**config.mk**
```make
export PLATFORM = sky130hd
export DESIGN_NAME = ready_queue_fifo_remove_by_id_core
export DESIGN_NICKNAME = d
export VERILOG_FILES = /design/src/hw/rtl/rqf_pkg.sv /design/src/hw/rtl/ready_queue_fifo_remove_by_id_core.sv /design/src/hw/rtl/rqf_cell.sv
export SDC_FILE = /design/constraint.sdc
export NUM_CORES = 1
export LEC_CHECK = 0
export BUFFER_PORTS_ARGS = -buffer_cell sky130_fd_sc_hd__buf_2
export CORE_ASPECT_RATIO = 1.4
export CORE_MARGIN = 2
export CORE_UTILIZATION = 69
export DETAILED_ROUTE_END_ITERATION = 10
export PLACE_DENSITY = 0.87
export SKIP_CTS_REPAIR_TIMING = 1
export SYNTH_ARGS = -nofsm -noshare
export SYNTH_HDL_FRONTEND = slang
export SYNTH_HIERARCHICAL = 1
export SYNTH_SLANG_ARGS = --single-unit
```
**constraint.sdc**
```tcl
create_clock -name clk -period 9.9 [get_ports clk]
set_input_delay 0.99 -clock clk [delete_from_list [all_inputs] [get_ports clk]]
set_output_delay 0.99 -clock clk [all_outputs]
set_load 0.03 [all_outputs]
```
**src/hw/rtl/rqf_pkg.sv**
```systemverilog
package rqf_pkg;

    // Action codes carried on the input tuser
    typedef enum logic [1:0] {
        ACT_PUSH   = 2'd0,
        ACT_POP    = 2'd1,
        ACT_REMOVE = 2'd2
    } action_t;

    // Fixed field widths of the stream payloads
    localparam int unsigned PROC_ID_W  = 8;
    localparam int unsigned ACTION_W   = 2;
    localparam int unsigned OUT_ID_W   = 8;
    localparam int unsigned OCC_W      = 5;
    localparam int unsigned S_TDATA_W  = 8;
    localparam int unsigned S_TUSER_W  = 2;
    localparam int unsigned M_TDATA_W  = 24;

    // Result field positions inside m_tdata
    localparam int unsigned OUT_ID_LSB    = 0;
    localparam int unsigned OUT_VALID_BIT = 8;
    localparam int unsigned DROPPED_BIT   = 9;
    localparam int unsigned EMPTY_BIT     = 10;
    localparam int unsigned FULL_BIT      = 11;
    localparam int unsigned OCC_LSB       = 12;

    // Per-cycle command broadcast to every cell of the chain
    typedef struct packed {
        logic push;
        logic pop;
        logic remove;
    } cell_ctrl_t;

endpackage

```
**src/hw/rtl/ready_queue_fifo_remove_by_id_core.sv**
```systemverilog
// Bounded ready queue of process ids held in a row of QUEUE_DEPTH cells, head in cell 0.
// Each input transaction (tuser = action, tdata = proc_id) pushes at the tail, pops the
// head, or removes the first entry equal to proc_id while the rest keep their order.
// An action acts on the cells when taken, and its result appears on the master side in the
// following cycle from an output register. A new transaction is taken in the same cycle
// that the previous result leaves, so with the master side always ready one transaction
// is taken per cycle; a stalled result holds the input side until it is taken. The clock
// limit is set by the match flag rippling through the cell row on remove. Push to a full
// queue sets dropped; pop of an empty queue and remove with no match leave the queue as
// it is. Action code 3 changes nothing and only reports status.
module ready_queue_fifo_remove_by_id_core #(
    parameter int unsigned QUEUE_DEPTH = 16,
    parameter int unsigned ID_WIDTH    = 8
) (
    input  logic                               clk,
    input  logic                               rst_n,
    input  logic                               s_tvalid,
    output logic                               s_tready,
    // [7:0] proc_id
    input  logic [rqf_pkg::S_TDATA_W-1:0]      s_tdata,
    // [1:0] action
    input  logic [rqf_pkg::S_TUSER_W-1:0]      s_tuser,
    output logic                               m_tvalid,
    input  logic                               m_tready,
    // [7:0] out_id, [8] out_valid, [9] dropped, [10] is_empty, [11] is_full,
    // [16:12] occupancy, [23:17] zero
    output logic [rqf_pkg::M_TDATA_W-1:0]      m_tdata
);
    import rqf_pkg::*;

    localparam int unsigned CW = $clog2(QUEUE_DEPTH + 1);

    logic                     accept;
    action_t                  action;
    cell_ctrl_t               ctrl;
    logic [ID_WIDTH-1:0]      key;
    logic [QUEUE_DEPTH-1:0]   cell_valid;
    logic [ID_WIDTH-1:0]      cell_id [QUEUE_DEPTH];
    logic [QUEUE_DEPTH:0]     hit_chain;
    logic                     q_empty;
    logic                     q_full;
    logic                     hit_any;

    logic [CW-1:0]            count_reg;
    logic [CW-1:0]            count_next;
    logic                     m_tvalid_reg;
    logic                     m_tvalid_next;
    logic [M_TDATA_W-1:0]     data_reg;
    logic [M_TDATA_W-1:0]     data_next;

    logic [ID_WIDTH-1:0]      res_id;
    logic                     res_valid;
    logic                     res_drop;
    logic [OUT_ID_W-1:0]      res_id8;
    logic [OCC_W-1:0]         occ5;

    assign s_tready = ~m_tvalid_reg | m_tready;
    assign accept   = s_tvalid & s_tready;
    assign action   = action_t'(s_tuser);

    // Fit the incoming id to the stored width
    for (genvar b = 0; b < ID_WIDTH; b++)
    begin : g_key
        if (b < PROC_ID_W)
        begin : g_bit
            assign key[b] = s_tdata[b];
        end
        else
        begin : g_zero
            assign key[b] = 1'b0;
        end
    end

    // Decode the command for the cells
    always_comb
    begin
        ctrl = '0;
        if (accept)
        begin
            unique case (action)
                ACT_PUSH:   ctrl.push   = 1'b1;
                ACT_POP:    ctrl.pop    = 1'b1;
                ACT_REMOVE: ctrl.remove = 1'b1;
                default:    ctrl        = '0;
            endcase
        end
    end

    // Cell row, head at index 0
    assign hit_chain[0] = 1'b0;
    for (genvar i = 0; i < QUEUE_DEPTH; i++)
    begin : g_cell
        logic                lv;
        logic                rv;
        logic [ID_WIDTH-1:0] rid;
        if (i == 0)
        begin : g_head
            assign lv = 1'b1;
        end
        else
        begin : g_mid
            assign lv = cell_valid[i-1];
        end
        if (i == QUEUE_DEPTH - 1)
        begin : g_tail
            assign rv  = 1'b0;
            assign rid = '0;
        end
        else
        begin : g_next
            assign rv  = cell_valid[i+1];
            assign rid = cell_id[i+1];
        end
        rqf_cell #(
            .ID_WIDTH (ID_WIDTH)
        ) u_cell (
            .clk         (clk),
            .rst_n       (rst_n),
            .ctrl        (ctrl),
            .key         (key),
            .left_valid  (lv),
            .right_valid (rv),
            .right_id    (rid),
            .hit_in      (hit_chain[i]),
            .hit_out     (hit_chain[i+1]),
            .valid       (cell_valid[i]),
            .id          (cell_id[i])
        );
    end

    assign q_empty = ~cell_valid[0];
    assign q_full  = cell_valid[QUEUE_DEPTH-1];
    assign hit_any = hit_chain[QUEUE_DEPTH];

    // Work out the result and the new count
    always_comb
    begin
        res_id     = '0;
        res_valid  = 1'b0;
        res_drop   = 1'b0;
        count_next = count_reg;
        unique case (action)
            ACT_PUSH:
            begin
                if (q_full)
                begin
                    res_drop = 1'b1;
                end
                else
                begin
                    count_next = count_reg + CW'(1);
                end
            end
            ACT_POP:
            begin
                if (!q_empty)
                begin
                    res_id     = cell_id[0];
                    res_valid  = 1'b1;
                    count_next = count_reg - CW'(1);
                end
            end
            ACT_REMOVE:
            begin
                if (hit_any)
                begin
                    res_id     = key;
                    res_valid  = 1'b1;
                    count_next = count_reg - CW'(1);
                end
            end
            default:
            begin
                res_id = '0;
            end
        endcase
    end

    // Fit the id and the count to the result fields
    for (genvar b = 0; b < OUT_ID_W; b++)
    begin : g_oid
        if (b < ID_WIDTH)
        begin : g_bit
            assign res_id8[b] = res_id[b];
        end
        else
        begin : g_zero
            assign res_id8[b] = 1'b0;
        end
    end

    for (genvar b = 0; b < OCC_W; b++)
    begin : g_occ
        if (b < CW)
        begin : g_bit
            assign occ5[b] = count_next[b];
        end
        else
        begin : g_zero
            assign occ5[b] = 1'b0;
        end
    end

    // Pack the result transaction
    always_comb
    begin
        data_next = '0;
        data_next[OUT_ID_LSB +: OUT_ID_W] = res_id8;
        data_next[OUT_VALID_BIT]          = res_valid;
        data_next[DROPPED_BIT]            = res_drop;
        data_next[EMPTY_BIT]              = (count_next == '0);
        data_next[FULL_BIT]               = (count_next == CW'(QUEUE_DEPTH));
        data_next[OCC_LSB +: OCC_W]       = occ5;
    end

    assign m_tvalid_next = accept | (m_tvalid_reg & ~m_tready);

    always_ff @(posedge clk or negedge rst_n)
    begin
        if (!rst_n)
        begin
            count_reg    <= '0;
            m_tvalid_reg <= 1'b0;
        end
        else
        begin
            m_tvalid_reg <= m_tvalid_next;
            if (accept)
            begin
                count_reg <= count_next;
            end
        end
    end

    // Hold the result until the master side takes it
    always_ff @(posedge clk)
    begin
        if (accept)
        begin
            data_reg <= data_next;
        end
    end

    assign m_tvalid = m_tvalid_reg;
    assign m_tdata  = data_reg;

endmodule

```
**src/hw/rtl/rqf_cell.sv**
```systemverilog
module rqf_cell #(
    parameter int unsigned ID_WIDTH = 8
) (
    input  logic                clk,
    input  logic                rst_n,
    input  rqf_pkg::cell_ctrl_t ctrl,
    input  logic [ID_WIDTH-1:0] key,
    input  logic                left_valid,
    input  logic                right_valid,
    input  logic [ID_WIDTH-1:0] right_id,
    input  logic                hit_in,
    output logic                hit_out,
    output logic                valid,
    output logic [ID_WIDTH-1:0] id
);
    import rqf_pkg::*;

    logic                valid_reg;
    logic                valid_next;
    logic [ID_WIDTH-1:0] id_reg;
    logic [ID_WIDTH-1:0] id_next;
    logic                match;
    logic                shift;
    logic                load;

    // Compare against the key and pass the first-hit flag down the chain
    assign match   = valid_reg && (id_reg == key);
    assign hit_out = hit_in | match;

    // Take the neighbor's entry on pop, or at and after the first match on remove
    assign shift = ctrl.pop | (ctrl.remove & hit_out);
    // Load the pushed id into the first free cell
    assign load  = ctrl.push & left_valid & ~valid_reg;

    always_comb
    begin
        valid_next = valid_reg;
        id_next    = id_reg;
        priority if (shift)
        begin
            valid_next = right_valid;
            id_next    = right_id;
        end
        else if (load)
        begin
            valid_next = 1'b1;
            id_next    = key;
        end
    end

    always_ff @(posedge clk or negedge rst_n)
    begin
        if (!rst_n)
        begin
            valid_reg <= 1'b0;
        end
        else
        begin
            valid_reg <= valid_next;
        end
    end

    // Hold the id payload; no reset needed
    always_ff @(posedge clk)
    begin
        id_reg <= id_next;
    end

    assign valid = valid_reg;
    assign id    = id_reg;

endmodule

```
### Yosys cells after proc, flatten, opt, wreduce, memory -nomap -nowiden

Cells that the tools add are included.

| operators by class | value |
|---|---|
| add/sub/neg operators | 2 |
| $mul | 0 |
| divide/modulo/power cells | 0 |
| $lt $le $gt $ge | 0 |
| equal/unequal tests | 19 |
| shift-type cells | 0 |
| mux-type cells | 77 |
| bitwise operators | 100 |
| reduce and logical (&&, ||, !) cells | 34 |

Operators by type and width:

| kind | number |
|---|---|
| $mux 8 | 32 |
| $eq 8x8->1 | 16 |
| $and 1x1->1 | 49 |
| $mux 1 | 38 |
| $or 1x1->1 | 33 |
| $reduce_bool 2->1 | 16 |
| $not 1->1 | 18 |
| $logic_and 1x1->1 | 16 |
| $pmux 8 s2 | 1 |
| $mux 5 | 3 |
| $pmux 5 s3 | 1 |
| $add 5x1->5 const B | 1 |
| $eq 5x5->1 const B | 1 |
| $logic_not 5->1 | 1 |
| $sub 5x1->5 const B | 1 |
| $mux 3 | 1 |
| $eq 2x1->1 const B | 1 |
| $eq 2x2->1 const B | 1 |
| $logic_not 2->1 | 1 |
| $pmux 1 s2 | 1 |

| storage, ports and cells | value |
|---|---|
| register bits after elaboration | 167 |
| latch bits | 0 |
| memory bits (writable) | 0 |
| bits in read-only memories | 0 |
| bits of input ports | 14 |
| output and inout port bits | 26 |
| word-level logic and storage cells | 268 |
| memories kept | 0 |

### Logic depth before layout (Yosys ltp)

| depth | value |
|---|---|
| depth after elaboration | 20 |
| depth in mapped cells | 24 |
| mapped depth without buffers | 24 |

### Cells and area by module

Netlist, hierarchy kept.

Modules (own cells, without submodules):

| module | instances | cells an instance | area each (um^2) | seq. area each (um^2) |
|---|---|---|---|---|
| rqf_cell | 16 | 105 | 810.8 | 265.3 |
| ready_queue_fifo_remove_by_id_core | 1 | 124 | 1365.1 | 660.6 |

### Worst setup path before layout

No wires, ideal clock.

| timing path | value |
|---|---|
| kind | input to register |
| start point | input s_tdata[2] in the netlist's numbering |
| end point | register data_reg[11] (netlist: m_tdata[11]), data pin |
| library setup time | 0.269 ns |
| arrival | 6.273 ns |
| required time | 9.631 ns |
| slack | 3.358 ns |
| stages on the path | 24 |
| buffers on the path | 0 |
| cell sequence | xnor2_1 > nand4_1 > nor3_1 > or2_1 > or2_1 > or2_1 > or2_1 > or2_1 > or2_1 > or2_1 > or2_1 > or2_1 > or2_1 > or2_1 > or2_1 > or2_1 > or2_1 > or2_1 > or2_1 > a22oi_2 > and3b_1 > o21ai_0 > nand2_1 > nor3b_2 |

| on the way | value |
|---|---|
| longest elaborated chain between the ends | 20 |
| elaborated cells between the ends (all ways) | 50 |
| classes of those cells | eq/ne: 17; mux: 2; bitwise: 15; reduce/logical: 16 |

RTL lines:

| item | line | source |
|---|---|---|
| from (decl) | ready_queue_fifo_remove_by_id_core.sv:20 | `input logic [rqf_pkg::S_TDATA_W-1:0] s_tdata,` |
| $eq 8x8->1 | rqf_cell.sv:27 | `assign match = valid_reg && (id_reg == key);` |
| $logic_and 1x1->1 | rqf_cell.sv:27 |  |
| named net hit_chain[1] | ready_queue_fifo_remove_by_id_core.sv:39 | `logic [QUEUE_DEPTH:0] hit_chain;` |
| $or 1x1->1 | rqf_cell.sv:28 | `assign hit_out = hit_in \| match;` |
| named net hit_chain[2] | ready_queue_fifo_remove_by_id_core.sv:39 |  |
| $or 1x1->1 | rqf_cell.sv:28 |  |
| named net hit_chain[3] | ready_queue_fifo_remove_by_id_core.sv:39 |  |
| $or 1x1->1 | rqf_cell.sv:28 |  |
| named net hit_chain[4] | ready_queue_fifo_remove_by_id_core.sv:39 |  |
| [1 not listed] | -- |  |
| named net hit_chain[5] | ready_queue_fifo_remove_by_id_core.sv:39 |  |
| [1 not listed] | -- |  |
| named net hit_chain[6] | ready_queue_fifo_remove_by_id_core.sv:39 |  |
| [1 not listed] | -- |  |
| named net hit_chain[7] | ready_queue_fifo_remove_by_id_core.sv:39 |  |
| [1 not listed] | -- |  |
| named net hit_chain[8] | ready_queue_fifo_remove_by_id_core.sv:39 |  |
| [1 not listed] | -- |  |
| named net hit_chain[9] | ready_queue_fifo_remove_by_id_core.sv:39 |  |
| [1 not listed] | -- |  |
| named net hit_chain[10] | ready_queue_fifo_remove_by_id_core.sv:39 |  |
| [1 not listed] | -- |  |
| named net hit_chain[11] | ready_queue_fifo_remove_by_id_core.sv:39 |  |
| [1 not listed] | -- |  |
| named net hit_chain[12] | ready_queue_fifo_remove_by_id_core.sv:39 |  |
| [1 not listed] | -- |  |
| named net hit_chain[13] | ready_queue_fifo_remove_by_id_core.sv:39 |  |
| [1 not listed] | -- |  |
| named net hit_chain[14] | ready_queue_fifo_remove_by_id_core.sv:39 |  |
| [1 not listed] | -- |  |
| named net hit_chain[15] | ready_queue_fifo_remove_by_id_core.sv:39 |  |
| $or 1x1->1 | rqf_cell.sv:28 |  |
| named net hit_any | ready_queue_fifo_remove_by_id_core.sv:42 | `logic hit_any;` |
| $mux 5 | ready_queue_fifo_remove_by_id_core.sv:165 | `if (hit_any)` |
| $pmux 5 s3 | ready_queue_fifo_remove_by_id_core.sv:142 | `unique case (action)` |
| named net count_next[4] | ready_queue_fifo_remove_by_id_core.sv:45 | `logic [CW-1:0] count_next;` |
| $eq 5x5->1 | ready_queue_fifo_remove_by_id_core.sv:212 | `data_next[FULL_BIT] = (count_next == CW'(QUEUE_DEPTH));` |
| named net data_next[11] | ready_queue_fifo_remove_by_id_core.sv:49 | `logic [M_TDATA_W-1:0] data_next;` |
| to (signal assigned) | ready_queue_fifo_remove_by_id_core.sv:240 | `data_reg <= data_next;` |
| to (decl) | ready_queue_fifo_remove_by_id_core.sv:48 | `logic [M_TDATA_W-1:0] data_reg;` |

The timed path passes the listed nets, and every way through them passes these cells.
A chain may end at the register's enable or synchronous reset.

### Worst setup path after layout

| timing path | value |
|---|---|
| start point | input s_tdata[0] in the netlist's numbering |
| end point | register data_reg[10] (netlist: m_tdata[10]), data pin |

| on the way | value |
|---|---|
| longest elaborated chain between the ends | 20 |
| elaborated cells between the ends (all ways) | 50 |
| classes of those cells | eq/ne: 16; mux: 2; bitwise: 15; reduce/logical: 17 |

RTL lines:

| item | line | source |
|---|---|---|
| $eq 8x8->1 | rqf_cell.sv:27 |  |
| $logic_and 1x1->1 | rqf_cell.sv:27 |  |
| named net hit_chain[1] | ready_queue_fifo_remove_by_id_core.sv:39 |  |
| $or 1x1->1 | rqf_cell.sv:28 |  |
| named net hit_chain[2] | ready_queue_fifo_remove_by_id_core.sv:39 |  |
| $or 1x1->1 | rqf_cell.sv:28 |  |
| named net hit_chain[3] | ready_queue_fifo_remove_by_id_core.sv:39 |  |
| $or 1x1->1 | rqf_cell.sv:28 |  |
| named net hit_chain[4] | ready_queue_fifo_remove_by_id_core.sv:39 |  |
| [1 not listed] | -- |  |
| named net hit_chain[5] | ready_queue_fifo_remove_by_id_core.sv:39 |  |
| [1 not listed] | -- |  |
| named net hit_chain[6] | ready_queue_fifo_remove_by_id_core.sv:39 |  |
| [1 not listed] | -- |  |
| named net hit_chain[7] | ready_queue_fifo_remove_by_id_core.sv:39 |  |
| [1 not listed] | -- |  |
| named net hit_chain[8] | ready_queue_fifo_remove_by_id_core.sv:39 |  |
| [1 not listed] | -- |  |
| named net hit_chain[9] | ready_queue_fifo_remove_by_id_core.sv:39 |  |
| [1 not listed] | -- |  |
| named net hit_chain[10] | ready_queue_fifo_remove_by_id_core.sv:39 |  |
| [1 not listed] | -- |  |
| named net hit_chain[11] | ready_queue_fifo_remove_by_id_core.sv:39 |  |
| [1 not listed] | -- |  |
| named net hit_chain[12] | ready_queue_fifo_remove_by_id_core.sv:39 |  |
| [1 not listed] | -- |  |
| named net hit_chain[13] | ready_queue_fifo_remove_by_id_core.sv:39 |  |
| [1 not listed] | -- |  |
| named net hit_chain[14] | ready_queue_fifo_remove_by_id_core.sv:39 |  |
| [1 not listed] | -- |  |
| named net hit_chain[15] | ready_queue_fifo_remove_by_id_core.sv:39 |  |
| $or 1x1->1 | rqf_cell.sv:28 |  |
| named net hit_any | ready_queue_fifo_remove_by_id_core.sv:42 |  |
| $mux 5 | ready_queue_fifo_remove_by_id_core.sv:165 |  |
| $pmux 5 s3 | ready_queue_fifo_remove_by_id_core.sv:142 |  |
| named net count_next[4] | ready_queue_fifo_remove_by_id_core.sv:45 |  |
| $logic_not 5->1 | ready_queue_fifo_remove_by_id_core.sv:211 | `data_next[EMPTY_BIT] = (count_next == '0);` |
| named net data_next[10] | ready_queue_fifo_remove_by_id_core.sv:49 |  |

The timed path passes the listed nets, and every way through them passes these cells.

==> impl_metrics.toml <==
[route]
route.antenna.remaining_nets = 0
drtPass1Iterations = 6
drt_iter0_drc = 1940
wl_mm = 40.1
wl_per_cell_um = 19.6
vias_per_cell = 7.05
vias = 14400
post-route-drc-count = 0

[sta]
hold_viol = 0
holdWs_ns = 0.560
finalCriticalPeriod_ns = 7.52
fmax_mhz = 133
relSlewSlack_pct = 29.4
final.setup.tns_ns = 0
clock_skew_ns = 0.00999
rsz0062_at_grt = "no"
min_period_over_period_pct = 75.9
worstMarginPinSlew_ns = 1.06
setup-violations-final = 0
slew_violations = 0

[clock_tree]
cts_root_buffer = "clkbuf_16"
worstSkewPairLatency_ns = 0.45
cts_buffers = 17
cts_tree = "built"
cts_buffer_depth = 2
clock_sinks = 167
htreeDepth = 4
clkSlewWorstSetupHoldPaths_ns = 0.07

[pwr]
power_frac_clock_pct = 31.8
p_int_mw = 1.41
cellPowerDensity_nw_per_um2 = 145
leakage_nw = 5.04
switchingPower_mw = 0.751
seqPwrFrac_pct = 41.9
pwr-share-comb_pct = 26.4
swShare_pct = 34.7
ir_drop_mv = 0.121
fin_total_pwr_mw = 2.17

[finish]
drive_above_1_share_pct = 5.10
finish.utilization_pct = 73.2
syn2layout_area_growth_pct = 4.50
antenna_cells = 0
largest_reg_flops = 128
final_nets = 1792
layoutNonFillerInstCount = 2041

[yosys]
synth_cells = 1804
synth.most_common_cell = "nand2_1"
synth_top_area_share_pct = 30.4
synth-seq-area-share_pct = 34.2
async_reset_ff_share_pct = 13.2
synth_top_cell_by_area = "edfxtp_1"
avgSynthCellArea_um2 = 7.95
synth.area.top_cells = "edfxtp_1 (30%), a21oi_1 (9.6%), xnor2_1 (7.8%)"
yosysWarnings = 6
ys_seq_elements = 167
synth_flop_cell = "edfxtp_1"
ys_top_cells_by_count = "nand2_1 (294), a21oi_1 (274), o21ai_0 (164), edfxtp_1 (145), or3_1 (130)"
synth.distinct_cells = 50
synth_edf_count = 145
synth_area_um2 = 14300

[worst_setup_path]
r2r_cells = 24
critPathArrivalTime_ns = 7.78
cp_slowest_cell = "buf_2"
critPathLaunchType = "input pin"
path_delay_family = "simple AND/OR/NAND/NOR gates"
worstPathRequired_ns = 10.16
cp_num_cells = 25
endpoint_kind = "flip-flop"
cp_common_cell = "or2_1"
slowest_delay_ns = 0.47
path_class = "input pin to flip-flop"
critPathMaxFanout = 20
crit_buf_inv = 1

[floorplan]
core_um2 = 20500
die_area_um2 = 22000
chipWidth_um = 126
rows = 62
die_h_um = 175
initial_core_util_pct = 70.0
ioPinCount = 40

[placement]
dp_cells = 2009
portBuffers = 32
dp_hpwl_mm = 26.0
gp_congestion = 0.922

[global_route]
first_global_vias = 13100
grt_use_total_pct = 35.7
antenna_found_initial = 1
grt_max_degree = 244
grt_overflow = 0
grt_pass1_wl_mm = 64.9

[hold_path]
hold_class = "input pin to asynchronous set/reset pin"

[run]
maxCapViolCount = 0

[outcome]
status = "finished, final reports clean"
==> per-layer routing <==
metal,wire length [um],global-route usage (%),share of wire (%),up-vias
met5,13,0,0.032,-
li1,-,-,-,6625
met3,3960,5.91,9.9,172
met2,19700,60.6,49,978
met1,14900,45.3,37,6602
met4,1470,14.8,3.7,2
==> stage by stage <==
stage	instance area, um2	setup slack (ns)
2_1_floorplan	14400	3.36
3_3_place_gp	14400	2.43
3_5_place_dp	14400	2.25
6_report	15000	2.38
4_1_cts	15000	2.61
5_1_grt	15000	2.18
==> path summary, 6_finish.rpt <==
| path | from | endpoint | slack (ns) |
|---|---|---|---|
| min in group clk | count_reg[4] | count_reg[4] | 0.59 |
| max in group asynchronous | rst_n | g_cell[4].u_cell/valid | 8.90 |
| worst max-delay path | s_tdata[0] | m_tdata[10] | 2.38 |
| worst max register to register | g_cell[0].u_cell/id[2] | m_tdata[10] | 2.95 |
| worst min register to register | count_reg[4] | count_reg[4] | 0.59 |
| worst min-delay path | rst_n | count_reg[4] | 0.56 |
==> power by group through the flow <==
stage / Combinational (mW) / Sequential, mW / Clock (mW)
final: 0.571 / 0.907 / 0.688
after CTS: 0.554 / 0.904 / 0.688
after global routing: 0.624 / 0.912 / 0.717
after floorplan: 0.419 / 0.911 / 0
after detailed placement: 0.545 / 0.917 / 0
after global placement: 0.524 / 0.915 / 0
==> area by class of cell <==
class	instances	area, um2
sequential	167	4900
timing repair buffer	45	270
clock buffer	17	425
fill	1553	5500
multi-input combinational	1518	8810
clock inverter	15	170
tap	256	320
inverter	23	86.3
==> layout by cell type, fill, tap and decap left out, types with 5 or more instances in the layout <==
| cell | n |
|---|---|
| nand3_1 | 17 |
| nor4_1 | 128 |
| nor3b_1 | 128 |
| edfxtp_1 | 145 |
| or2_1 | 16 |
| buf_2 | 32 |
| a21o_1 | 32 |
| and2_0 | 16 |
| o21ai_0 | 164 |
| conb_1 | 29 |
| a21oi_1 | 274 |
| dfrtp_1 | 22 |
| and4_1 | 16 |
| inv_1 | 22 |
| nand4_1 | 16 |
| nand3b_1 | 17 |
| nor2_1 | 5 |
| nand2_1 | 294 |
| nor3_1 | 18 |
| and3_1 | 16 |
| ha_1 | 6 |
| a22oi_1 | 8 |
| xnor2_1 | 128 |
| clkbuf_16 | 17 |
| or3_1 | 130 |
| buf_4 | 12 |
| a31oi_1 | 17 |
| nor2b_1 | 11 |
==> cells by family (layout without fill, tap and decap cells) <==
| family | count (synthesis) | in the layout | share of synthesized area, % |
|---|---|---|---|
| compound gates | 509 | 509 | 19.0 |
| xor+xnor | 128 | 128 | 7.82 |
| fa+ha+maj | 6 | 6 | 0.524 |
| buf+inv | 146 | 100 | 5.15 |
| flops | 167 | 167 | 34.2 |
| mux | 3 | 3 | 0.236 |
| other cells | 2 | 29 | 0.0524 |
| simple gates | 843 | 843 | 33.0 |
Note: power is estimated with default switching activity, not from simulation.
